==> config.mk <==
export PLATFORM = sky130hd
export DESIGN_NAME = shk_queue
export DESIGN_NICKNAME = d
export VERILOG_FILES = /design/src/shk_pkg.sv /design/src/shk_queue.sv
export SDC_FILE = /design/constraint.sdc
export NUM_CORES = 1
export LEC_CHECK = 0
export ABC_AREA = 1
export BUFFER_PORTS_ARGS = -buffer_cell sky130_fd_sc_hd__buf_4
export CAP_MARGIN = 20
export CORE_AREA = 2 2 148 150
export DETAILED_ROUTE_END_ITERATION = 8
export DIE_AREA = 0 0 150 152
export PLACE_DENSITY = 0.71
export SYNTH_ARGS = -nofsm -noshare
export SYNTH_HDL_FRONTEND = slang
export SYNTH_SLANG_ARGS = --single-unit
==> constraint.sdc <==
create_clock -name clk -period 6.9 [get_ports clk]
set_input_delay 0.345 -clock clk [delete_from_list [all_inputs] [get_ports clk]]
set_output_delay 0.345 -clock clk [all_outputs]
set_load 0.005 [all_outputs]
==> src/shk_pkg.sv <==
package shk_pkg;

  localparam logic [63:0] SIP_C0  = 64'h736f6d6570736575;
  localparam logic [63:0] SIP_C1  = 64'h646f72616e646f6d;
  localparam logic [63:0] SIP_C2  = 64'h6c7967656e657261;
  localparam logic [63:0] SIP_C3  = 64'h7465646279746573;
  localparam logic [63:0] SIP_FIN = 64'h00000000000000ff;

  localparam logic REG_KEY_LOW  = 1'b0;
  localparam logic REG_KEY_HIGH = 1'b1;

  localparam int QUEUE_DEPTH = 4;
  localparam int QUEUE_AW    = $clog2(QUEUE_DEPTH);

  typedef struct packed {
    logic [63:0] v0;
    logic [63:0] v1;
    logic [63:0] v2;
    logic [63:0] v3;
  } sip_state_t;

  typedef struct packed {
    logic [63:0] blk;
    logic        fin;
  } blk_entry_t;

  typedef struct packed {
    logic       write;
    logic       index;
    logic [63:0] data;
  } cfg_write_t;

  function automatic logic [63:0] rotl(input logic [63:0] x, input int n);
    rotl = (x << n) | (x >> (64 - n));
  endfunction

  function automatic sip_state_t sip_round(input sip_state_t s);
    logic [63:0] a;
    logic [63:0] b;
    logic [63:0] c;
    logic [63:0] d;
    a = s.v0;
    b = s.v1;
    c = s.v2;
    d = s.v3;
    a = a + b; b = rotl(b, 13); b = b ^ a; a = rotl(a, 32);
    c = c + d; d = rotl(d, 16); d = d ^ c;
    a = a + d; d = rotl(d, 21); d = d ^ a;
    c = c + b; b = rotl(b, 17); b = b ^ c; c = rotl(c, 32);
    sip_round = '{v0: a, v1: b, v2: c, v3: d};
  endfunction

  function automatic sip_state_t sip_absorb(input sip_state_t s, input logic [63:0] m);
    sip_state_t t;
    t = s;
    t.v3 = t.v3 ^ m;
    t = sip_round(t);
    t = sip_round(t);
    t.v0 = t.v0 ^ m;
    sip_absorb = t;
  endfunction

  function automatic sip_state_t sip_init(input logic [63:0] k0, input logic [63:0] k1);
    sip_init = '{v0: SIP_C0 ^ k0, v1: SIP_C1 ^ k1, v2: SIP_C2 ^ k0, v3: SIP_C3 ^ k1};
  endfunction

endpackage

==> src/shk_queue.sv <==
module shk_queue
  import shk_pkg::*;
(
  input  logic       clk,
  input  logic       rst,
  input  logic       clear,
  input  logic       push,
  input  blk_entry_t push_entry,
  output logic       full,
  input  logic       pop,
  output logic       empty,
  output blk_entry_t head
);

  blk_entry_t           slots [QUEUE_DEPTH];
  logic [QUEUE_AW-1:0]  wr_ptr;
  logic [QUEUE_AW-1:0]  rd_ptr;
  logic [QUEUE_AW:0]    count;

  assign full  = (count == (QUEUE_AW+1)'(QUEUE_DEPTH));
  assign empty = (count == '0);
  assign head  = slots[rd_ptr];

  always_ff @(posedge clk) begin
    if (rst || clear) begin
      wr_ptr <= '0;
      rd_ptr <= '0;
      count <= '0;
    end else begin
      if (push) begin
        wr_ptr <= wr_ptr + 1'b1;
      end
      if (pop) begin
        rd_ptr <= rd_ptr + 1'b1;
      end
      if (push && !pop) begin
        count <= count + 1'b1;
      end else if (pop && !push) begin
        count <= count - 1'b1;
      end
    end
  end

  always_ff @(posedge clk) begin
    if (push) begin
      slots[wr_ptr] <= push_entry;
    end
  end

endmodule

==> results.cfg <==
[final_layout]
drive_above_1_share = 0.280
final_cells = 1118
final_area_sq_um = 12400
layout-area-overhead-vs-synth_pct = 18.9
fill_cells = 1687
final_nets = 894

[global_routing]
grt_remaining_overflow = 0
grt_pass1_vias = 5881
track_usage = 0.173
grt_pass1_wl_um = 30600
antenna_found_initial = 0
grt_max_degree = 93

[placement]
gp_congestion = 0.724
post-dp-hpwl_um = 11200
place_area_sq_um = 11500
io_buffers = 136
dp_cells = 1070

[timing]
fin_setup_tns_ns = 0
rsz0062_at_grt = false
tightestPinTransition_ns = 1.05
drv_slew = 0
finalSetupViolations = 0
fin_hold_ws_ns = 0.0173
fmax_mhz = 303
fin_crit_sh = 0.479
slew_headroom = 0.302
min_period_ns = 3.30
final_hold_viol_count = 0
finalClockSkew_ns = 0.00914

[floorplanning]
row_count = 54
top_level_ports = 137
core_area_sq_um = 21400
dieWidth_um = 150
start_util = 0.487
dieArea_sq_um = 22800
die-height_um = 152

[synth]
synth_area_leaders = edfxtp_1 (75%), o21ai_0 (4.5%), nor2_1 (4.2%)
synth_cell_types = 25
ys_seq_elements = 269
synth-async-reset-ratio = 0
synthDominantCellAreaShare = 0.751
synth_area_per_cell_sq_um = 15.1
synth_ff_type = edfxtp_1
ys_seq_area_frac = 0.768
syn-instance-count = 688
synth_edf_count = 260
synth_area_leader_cell = edfxtp_1
syn_nets = 764
netlist_area_sq_um = 10400
yosysWarnings = 0

[hold_path]
min_path_type = input pin to flip-flop

[clocking]
path_clk_slew_ns = 0.07
cts_resized = 0
cts_buffers = 26
cts_setup_buffers = 0
h-tree-depth = 1
cts_hold_buf = 0
clk_path_buf_depth = 3
clock_sinks = 269
cts_root_buf = clkbuf_16
cts_tree = yes
clock_latency_ns = 0.52

[drt]
route.detailed.drc = 0
via_per_inst = 5.30
drtAntennaViolNets = 0
drt_iter0_drc = 354
wirelength_um = 20100
drt_pass1_iterations = 5
dr_total_vias = 5930
post_drt_wl_per_cell_um = 17.9

[power_and_ir_drop]
vdd_drop_max_v = 0.000191
p_per_area_nw_per_um2 = 278
power_mw = 3.44
p_leak_nw = 4.32

[worst_setup_path]
endpoint_kind = output port
crit_fanout = 67
critPathKind = flip-flop to output port
cp-start-kind = flip-flop
required_ns = 6.55
crit_arrival_ns = 2.96

[outcome]
status = finished, final reports clean

[job]
cap_viol_max_count = 0
==> path summary, 6_finish.rpt <==
check        slack, ns  cells past startpoint            to     startpoint
max               3.60                      5      head[57]      flip-flop
min               0.02                      1   slots[0][3]  push_entry[3]
max reg2reg       4.78                      5  slots[2][42]      wr_ptr[0]
min reg2reg       0.47                      1     flip-flop      rd_ptr[1]
==> critical path: stages, from the launching register on <==
cell and delay (ns):
dfxtp_4 0.47, inv_6 0.44, buf_4 0.89, o21ai_0 0.25, o22ai_2 0.16, buf_4 0.13
==> layout by cell type (no fill, tap or decap) <==
cell and instances:
nor2_1 115, o21ai_0 94, dfxtp_2 1, fa_1 1, inv_2 5, inv_6 2, clkinv_1 5, bufinv_16 2
nand4_1 1, clkbuf_1 5, o22ai_1 45, xor2_1 1, nand2_1 11, o22ai_2 20, inv_1 11, o21ai_1 35
nand3_1 1, clkbuf_16 27, o21ai_2 5, diode_2 1, dfxtp_1 7, clkinvlp_4 1, nor3_1 2, nor2_4 20
edfxtp_1 260, dfxtp_4 1, clkinv_2 6, ha_1 5, buf_4 144, a21oi_1 4
==> through the flow <==
step            util  setup WS, ns
3_3_place_gp   0.541          4.19
4_1_cts        0.579          3.57
3_5_place_dp   0.541          4.15
6_report       0.579          3.60
2_1_floorplan      -          4.63
5_1_grt        0.579          3.39
==> cells by family (layout without fill, tap and decap cells) <==
logic type	count (synthesis)	in the layout	share of synthesized area
and+or+nand+nor	150	150	0.0692
adders and majority gates	6	6	0.00794
buffers and inverters	59	208	0.0348
AOI/OAI and AO/OA	203	203	0.119
xor gates and xnor gates	1	1	0.000842
other	0	1	0
DFF	269	269	0.768
==> state kept, by name, indices dropped and copies added, names as in the netlist, named ones only <==
signal and cells:
count 3, rd_ptr 2, slots 260, wr_ptr 2
==> power breakdown <==
group | leakage, nW | switching [mW] | internal, mW
Sequential | 2.46 | 0.0144 | 1.84
Combinational | 1.45 | 0.128 | 0.106
Clock | 0.403 | 0.559 | 0.788
==> per-layer routing <==
layer  global-route usage  vias to the layer above  part of all wire
met5                    0                        -                 0
met3               0.0378                       28             0.065
met4               0.0458                        0             0.018
li1                     -                     2834                 -
met1                0.228                     2899              0.42
met2                0.292                      169              0.50
==> cell usage after synthesis, types with 2 or more instances <==
library cell / count
buf_2: 12
nor2_4: 20
buf_12: 3
o22ai_1: 45
dfxtp_1: 9
nor2_1: 115
o22ai_2: 20
nand2_1: 11
ha_1: 5
edfxtp_1: 260
nor3_1: 2
o21ai_1: 35
clkbuf_1: 17
o21ai_0: 94
inv_1: 15
buf_6: 9
o21ai_2: 5
a21oi_1: 4
==> final cells by class <==
class / instances / area (sq um) / share of cell area
sequential: 269 / 7990 / 0.646
multi-input combinational: 360 / 2050 / 0.166
timing repair buffer: 144 / 1080 / 0.0874
clock buffer: 32 / 694 / 0.0562
tap: 280 / 350 / 0.0283
clock inverter: 15 / 125 / 0.0101
inverter: 17 / 68.8 / 0.00556
antenna: 1 / 2.50 / 0.000202
Note: power is estimated with default switching activity, not from simulation.
