===== src/shk_pkg.sv =====
package shk_pkg;

  localparam logic [63:0] SIP_C0  = 64'h736f6d6570736575;
  localparam logic [63:0] SIP_C1  = 64'h646f72616e646f6d;
  localparam logic [63:0] SIP_C2  = 64'h6c7967656e657261;
  localparam logic [63:0] SIP_C3  = 64'h7465646279746573;
  localparam logic [63:0] SIP_FIN = 64'h00000000000000ff;

  localparam logic REG_KEY_LOW  = 1'b0;
  localparam logic REG_KEY_HIGH = 1'b1;

  localparam int QUEUE_DEPTH = 4;
  localparam int QUEUE_AW    = $clog2(QUEUE_DEPTH);

  typedef struct packed {
    logic [63:0] v0;
    logic [63:0] v1;
    logic [63:0] v2;
    logic [63:0] v3;
  } sip_state_t;

  typedef struct packed {
    logic [63:0] blk;
    logic        fin;
  } blk_entry_t;

  typedef struct packed {
    logic       write;
    logic       index;
    logic [63:0] data;
  } cfg_write_t;

  function automatic logic [63:0] rotl(input logic [63:0] x, input int n);
    rotl = (x << n) | (x >> (64 - n));
  endfunction

  function automatic sip_state_t sip_round(input sip_state_t s);
    logic [63:0] a;
    logic [63:0] b;
    logic [63:0] c;
    logic [63:0] d;
    a = s.v0;
    b = s.v1;
    c = s.v2;
    d = s.v3;
    a = a + b; b = rotl(b, 13); b = b ^ a; a = rotl(a, 32);
    c = c + d; d = rotl(d, 16); d = d ^ c;
    a = a + d; d = rotl(d, 21); d = d ^ a;
    c = c + b; b = rotl(b, 17); b = b ^ c; c = rotl(c, 32);
    sip_round = '{v0: a, v1: b, v2: c, v3: d};
  endfunction

  function automatic sip_state_t sip_absorb(input sip_state_t s, input logic [63:0] m);
    sip_state_t t;
    t = s;
    t.v3 = t.v3 ^ m;
    t = sip_round(t);
    t = sip_round(t);
    t.v0 = t.v0 ^ m;
    sip_absorb = t;
  endfunction

  function automatic sip_state_t sip_init(input logic [63:0] k0, input logic [63:0] k1);
    sip_init = '{v0: SIP_C0 ^ k0, v1: SIP_C1 ^ k1, v2: SIP_C2 ^ k0, v3: SIP_C3 ^ k1};
  endfunction

endpackage


===== src/shk_front.sv =====
module shk_front
  import shk_pkg::*;
(
  input  logic        clk,
  input  logic        rst,
  input  logic        clear,
  input  logic        in_valid,
  output logic        in_ready,
  input  logic [63:0] message_word,
  input  logic [3:0]  valid_bytes,
  input  logic        last_word,
  output logic        push,
  output blk_entry_t  push_entry,
  input  logic        q_full
);

  logic [7:0]  byte_total;
  logic        pending;
  logic [63:0] pending_blk;
  logic [3:0]  vb_eff;
  logic [7:0]  total_plus8;
  logic [7:0]  total_plus_vb;
  logic [63:0] tail;
  logic        accept;
  logic        full_word;

  always_comb begin
    vb_eff = valid_bytes[3] ? 4'd8 : valid_bytes;
    full_word = !last_word || vb_eff[3];
    total_plus8 = byte_total + 8'd8;
    total_plus_vb = byte_total + {4'd0, vb_eff};
    for (int i = 0; i < 8; i++) begin
      tail[8*i +: 8] = (4'(i) < vb_eff) ? message_word[8*i +: 8] : 8'd0;
    end
  end

  assign in_ready = !pending && !q_full;
  assign accept = in_valid && in_ready;

  always_comb begin
    push = 1'b0;
    push_entry = '{blk: message_word, fin: 1'b0};
    if (pending) begin
      push = !q_full;
      push_entry = '{blk: pending_blk, fin: 1'b1};
    end else if (accept) begin
      push = 1'b1;
      if (!full_word) begin
        push_entry = '{blk: {total_plus_vb, tail[55:0]}, fin: 1'b1};
      end
    end
  end

  always_ff @(posedge clk) begin
    if (rst || clear) begin
      byte_total <= 8'd0;
      pending <= 1'b0;
    end else begin
      if (pending && !q_full) begin
        pending <= 1'b0;
      end
      if (accept) begin
        if (!last_word) begin
          byte_total <= total_plus8;
        end else begin
          byte_total <= 8'd0;
          if (full_word) begin
            pending <= 1'b1;
          end
        end
      end
    end
  end

  always_ff @(posedge clk) begin
    if (accept && last_word && full_word) begin
      pending_blk <= {total_plus8, 56'd0};
    end
  end

endmodule


===== config.mk =====
export PLATFORM = sky130hd
export DESIGN_NAME = shk_front
export DESIGN_NICKNAME = d
export VERILOG_FILES = /design/src/shk_pkg.sv /design/src/shk_front.sv
export SDC_FILE = /design/constraint.sdc
export NUM_CORES = 1
export LEC_CHECK = 0
export ABC_AREA = 1
export ABC_CLOCK_PERIOD_IN_PS = 2100
export BUFFER_PORTS_ARGS = -buffer_cell sky130_fd_sc_hd__clkbuf_2
export CORE_ASPECT_RATIO = 0.7
export CORE_UTILIZATION = 25
export CTS_CLUSTER_SIZE = 10
export DETAILED_ROUTE_END_ITERATION = 16
export SETUP_SLACK_MARGIN = 0.3
export SLEW_MARGIN = 20
export SYNTH_ARGS = -nofsm -noshare
export SYNTH_HDL_FRONTEND = slang
export SYNTH_SLANG_ARGS = --single-unit

===== constraint.sdc =====
create_clock -name clk -period 2.1 [get_ports clk]
set_input_delay 0.63 -clock clk [delete_from_list [all_inputs] [get_ports clk]]
set_output_delay 0.63 -clock clk [all_outputs]
set_load 0.05 [all_outputs]

==> run summary, run 1 <==
Top Family by Delay on Critical Path - simple AND/OR/NAND/NOR gates
Ports - 141
critical path class - input pin to primary output
Worst path slowest cell - o21ai_4
GRT Residual Overflow - 0
Clock Skew - 0.000961 ns
max cap viols - 0
area leader, netlist - inv_1
Critical Path Source - q_full
Die W - 89.7 um
Hold Crit Depth - 2
Total Power - 1.38 mW
DR pass1 iterations - 4
First DRT Iteration DRCs - 69
Peak VDD IR - 0.434 mV
Fmax - 0.416 GHz
CTS Buffer Depth - 2
CTS tree - done
hold endpoint - byte_total[7]
endpoints failing hold - 0
Synth top area share - 17.8%
Final Worst Setup Slack - -0.305 ns
WL/cell - 13.3 um
# fillers - 353
Clock Sinks - 11
TritonCTS Buffers - 3
Distinct cells, synth - 31
share of layout cells above drive strength 1 - 67.2%
Cells after Synth - 237
vias per inst - 4.35
Worst-Skew Late Latency - 0.24 ns
pwr/cell area - 364 nW/um^2
Synthesized Nets - 314
Tmin final - 2.41 ns
synthesis-stage register bit count - 11
Slew Viols, Final - 0
die height - 63.4 um
arrival time at the worst endpoint - 1.78 ns
Final setup viols - 64
hold_ws - 0.491 ns
Crit path top cell by count - nor2_8
clock slew at reported path FFs - 0.05 ns
final net count - 487
placed wire-length estimate - 4270 um
Worst setup EP type - primary output
required time of the critical path - 1.47 ns
failing checks - setup timing
R2R Path End - pending_blk[62]
R2R cell count - 10
CP Cell Sequence - clkbuf_16, nor2_8, nand2_4, nor2_8, nand3b_4, o21ai_4, nor2_1, clkbuf_8
Layout area overhead - 182%
first-pass GRT wire length - 9470 um
pin count of the biggest net entering global routing - 15
initial antenna violation count - 0
final wirelength - 6340 um
Final ANT Viol Nets - 0
Seq/Total Area, Yosys - 20.1%
Avg Cell Area, Syn - 5.68 um^2
RSZ-0062 raised after global routing - yes
clock root buffer - clkbuf_8
ranking of synthesized cells by area - inv_1 18%, nor2_1 17%, edfxtp_1 11%, nand2_1 11%, dfxtp_1 8.9%
CP Launch Type - input pin
core box area - 4970 um^2
gpl congestion - 0.805
peak fanout along the critical path - 8
initial core utilization - 27.1%
H-tree levels - 1
WP buf/inv - 2
period utilisation layout - 115%
Post-route DRC - 0
Synth warnings - 0
number of cell rows - 21
All-Layer GR Usage - 20.7%
IO Port Bufs - 140
outcome - complete, but fails checks
Syn Std Cell Area - 1350 um^2
min-delay src - byte_total[7]
die area - 5690 um^2
n_diodes - 0
hold crit path type - flip-flop to flip-flop
Leak - 1.95 nW
vias - 2,080
number of global-route vias before repair - 2,035
slowest stage delay, CP - 0.28 ns
worst reg-to-reg setup slack - 0.42 ns
launch point of the worst reg-to-reg path - pending
repair_timing:
action                                  4_1_cts  5_1_grt
endpoints found under the setup margin       67       72
buffers inserted                              6        2
pin swaps                                    15       13
resized for setup                           174       76
hold buffers                                  0        0
sequential cells by signal, indices dropped and copies added (netlist names):
signal       cells
byte_total       5
pending          1
pending_blk      5
where the power goes:
group | internal, mW | switching (mW) | leakage [nW] | total [mW]
Combinational | 0.402 | 0.543 | 1.82 | 0.945
Clock | 0.133 | 0.0775 | 0.0228 | 0.211
Sequential | 0.225 | 0.00118 | 0.0989 | 0.226
Yosys cell counts:
library cell	instances
a21oi_1	9
a21oi_4	1
a22oi_1	1
a31oi_1	1
buf_2	1
buf_4	1
buf_6	1
clkbuf_1	2
conb_1	1
dfxtp_1	6
edfxtp_1	5
ha_1	3
inv_1	64
nand2_1	38
nand2_2	1
nand2_4	2
nand3_1	8
nand3_2	1
nand3b_1	1
nand3b_4	1
nand4_1	1
nor2_1	62
nor2_8	2
nor3_1	8
o211ai_1	1
o21ai_0	7
o21ai_1	2
o21ai_2	1
o21ai_4	2
xnor2_1	1
xor2_1	2
logic make-up (layout without fill, tap and decap cells):
logic type	after synthesis	in the layout	synth area share (%)
simple gates	125	125	42.2
xor+xnor	3	3	1.95
fa+ha+maj	3	3	2.79
flops	11	11	20.1
buf+inv	69	241	20.2
other cells	1	1	0.279
compound gates	25	25	12.5
area by class of cell:
class / instances / area (um^2) / share of cell area [%]
inverters: 64 / 245 / 6.46
repair buffers: 173 / 1750 / 46.1
clock buffers: 4 / 45.0 / 1.19
well taps: 69 / 86.3 / 2.27
flip-flops and latches: 11 / 272 / 7.15
multi-input cells: 157 / 1400 / 36.9
worst register-to-register path: cells and delay by family, from the launching register on:
family / cells / cell delay, ns
flops: 1 / 0.35
buf+inv: 6 / 0.65
simple gates: 4 / 0.40
per-stage QoR:
stage | TNS [ns] | setup slack, ns | instances | cell area [um^2] | utilization (%)
floorplan | -13.48 | -0.277 | 237 | 1630 | -
global placement | -22.22 | -0.409 | 466 | 2740 | 55.2
detailed placement | -22.53 | -0.441 | 466 | 2740 | 55.2
CTS | -17.06 | -0.320 | 476 | 3570 | 71.9
global route | -18.32 | -0.359 | 478 | 3790 | 76.4
finish | -15.49 | -0.305 | 478 | 3790 | 76.4
layout by cell type, fill, tap and decap left out, types with 3 or more instances in the layout:
cell type  instances
buf_6             12
inv_2              3
buf_12            13
nand2_4            6
dfxtp_1            5
clkbuf_16          3
clkbuf_2          71
nor2_2            13
buf_4             16
inv_1             59
nor3_4             8
nor2_1             9
a21oi_4            3
nand2_1           30
nor2_4            40
a21oi_1            7
nand3_1            5
clkbuf_8          16
nand3_2            3
clkbuf_4           7
nand2_2            4
buf_8             38
edfxtp_1           5
o21ai_4            5
o21ai_2            4
worst max path at each step:
stage	to	slack (ns)	cells past startpoint
final	push_entry[7]	-0.31	8
after global routing	push_entry[7]	-0.36	8
after CTS	push_entry[7]	-0.32	8
after detailed placement	push_entry[53]	-0.44	8
after global placement	push_entry[61]	-0.41	8
after floorplan	push_entry[59]	-0.28	6
per-layer routing:
metal  vias to the layer above  global-route usage, %  wire length (um)  share of wire, %
met5                         -                      0                 0                 0
met4                         0                   3.89                67               1.1
met3                         9                   3.86               415               6.5
met2                        86                   38.8              3360                53
met1                       938                   24.7              2500                39
li1                       1047                      -                 -                 -
(Power assumes the default switching activity.)
==> run 2, diff against run 1 <==
--- a/config.mk
+++ b/config.mk
@@ -12,6 +12,8 @@
 export CORE_UTILIZATION = 25
 export CTS_CLUSTER_SIZE = 10
 export DETAILED_ROUTE_END_ITERATION = 16
+export GPL_ROUTABILITY_DRIVEN = 0
+export PLACE_DENSITY = 0.65
 export SETUP_SLACK_MARGIN = 0.3
 export SLEW_MARGIN = 20
 export SYNTH_ARGS = -nofsm -noshare
==> run 2 against run 1 <==
Against the previous run:
- the run still ends with setup timing left
- clock power is 4% higher
- non-clock buffer count is 2 higher
- maximum frequency is 0.64% higher
- critical path depth is 1 higher
- total power is 3.8% lower
- core utilization is 4.4 points lower
- worst hold slack worse by 0.014 ns
- global-route usage is 0.25 points lower
- cell count is 0.42% higher
- via count is 1.1% higher
- design area is 5.8% lower
- setup slack better by 0.015 ns
==> run summary, run 2 (synthesis gave the netlist of run 1 again) <==
outcome - complete, but fails checks
failing checks - setup timing
Top Family by Delay on Critical Path - simple AND/OR/NAND/NOR gates
pwr/cell area - 372 nW/um^2
CTS Buffer Depth - 2
vias - 2,103
Worst path slowest cell - clkbuf_8
Peak VDD IR - 0.430 mV
max cap viols - 0
clock slew at reported path FFs - 0.05 ns
Top Layer Used - met4
CTS tree - done
critical path class - input pin to primary output
hold crit path type - flip-flop to flip-flop
final net count - 489
hold_ws - 0.478 ns
H-tree levels - 1
All-Layer GR Usage - 20.4%
core box area - 4970 um^2
WL/cell - 12.6 um
IO Port Bufs - 140
die area - 5690 um^2
hold buffers post-CTS - 0
WL met3 - 519 um
number of global-route vias before repair - 2,034
placed wire-length estimate - 4070 um
Die W - 89.7 um
RSZ-0062 raised after global routing - yes
peak fanout along the critical path - 8
Worst setup EP type - primary output
metal2 WL - 3030 um
Final ANT Viol Nets - 0
TNS Setup - -15.22 ns
Top Registers - byte_total (5), pending_blk (5), pending (1)
required time of the critical path - 1.47 ns
pin count of the biggest net entering global routing - 22
Clock Sinks - 11
met1 WL - 2390 um
Post-route DRC - 0
initial core utilization - 27.1%
commonest non-fill, non-tap cells in the layout - 72 x clkbuf_2, 59 x inv_1, 33 x nand2_1
final wirelength - 6040 um
WP buf/inv - 3
slowest stage delay, CP - 0.19 ns
initial antenna violation count - 0
Clock Skew - 0.00140 ns
Final Worst Setup Slack - -0.290 ns
die height - 63.4 um
Post-DP Area - 2720 um^2
Final setup viols - 65
CP Launch Type - input pin
number of cell rows - 21
arrival time at the worst endpoint - 1.76 ns
Leak - 1.89 nW
share of layout cells above drive strength 1 - 66.7%
post-route cell area - 3570 um^2
TritonCTS Buffers - 3
Ports - 141
First DRT Iteration DRCs - 34
Slew Viols, Final - 0
clock root buffer - clkbuf_8
DR pass1 iterations - 4
vias per inst - 4.38
endpoints failing hold - 0
commonest non-fill, non-tap cell in the layout - clkbuf_2
CP Cell Sequence - clkbuf_16, nor2_8, nand2_4, nor2_8, nand2_4, a21oi_4, buf_12, nor3_2, clkbuf_8
Layout area overhead - 166%
GRT Residual Overflow - 0
pre-CTS WS - -0.421 ns
period utilisation layout - 114%
first-pass GRT wire length - 9490 um
Fmax - 0.418 GHz
n_diodes - 0
Worst-Skew Late Latency - 0.24 ns
Tmin final - 2.39 ns
## run 2: cell types whose count changed in the layout (fill, tap and decap cells not counted), moves of 2 or more
| cell | before | now |
|---|---|---|
| buf_4 | 16 | 24 |
| buf_6 | 12 | 5 |
| buf_8 | 38 | 23 |
| clkbuf_4 | 7 | 11 |
| clkbuf_8 | 16 | 29 |
| inv_2 | 3 | 5 |
| inv_4 | 2 | 0 |
| nand2_1 | 30 | 33 |
| nor2_2 | 13 | 26 |
| nor2_4 | 40 | 27 |
| nor3_2 | 0 | 5 |
| nor3_4 | 8 | 3 |
## run 2: tightest hold or removal path: stages (launching register included)
cell,delay [ns]
dfxtp_1,0.32
nand2_1,0.06
a21oi_1,0.05
## run 2: layout make-up
type                       count  area, um^2
timing repair buffer         175        1670
fill                         356        1390
multi-input combinational    157        1250
sequential                    11         274
inverter                      64         240
tap                           69        86.3
clock buffer                   3        41.3
clock inverter                 1        5.00
## run 2: repair_timing
item	4_1_cts	5_1_grt
setup endpoints to repair	67	72
resized for setup	148	48
gates cloned	0	0
setup buffers	7	2
pin swaps	13	12
## run 2: per-layer routing
metal | global-route usage (%) | vias to the layer above
li1 | - | 1052
met1 | 25.3 | 918
met2 | 36.5 | 119
met3 | 5.19 | 14
met4 | 2.87 | 0
met5 | 0 | -
## run 2: worst paths after layout
check	from	to	cells after the start	slack (ns)
max	q_full	push_entry[23]	9	-0.29
min	byte_total[7]	byte_total[7]	2	0.48
max reg2reg	pending	pending_blk[62]	9	0.47
min reg2reg	byte_total[7]	byte_total[7]	2	0.48
## run 2: report_power, final
group          switching [mW]  internal (mW)
logic                   0.516          0.368
registers             0.00119          0.223
clock network          0.0893          0.131
## run 2: through the flow
stage	util (%)	power, mW	instances
after floorplan	-	0.695	237
after global placement	54.7	0.913	467
after detailed placement	54.7	0.917	467
after CTS	69.2	1.28	478
after global routing	72.0	1.38	480
final	72.0	1.33	480
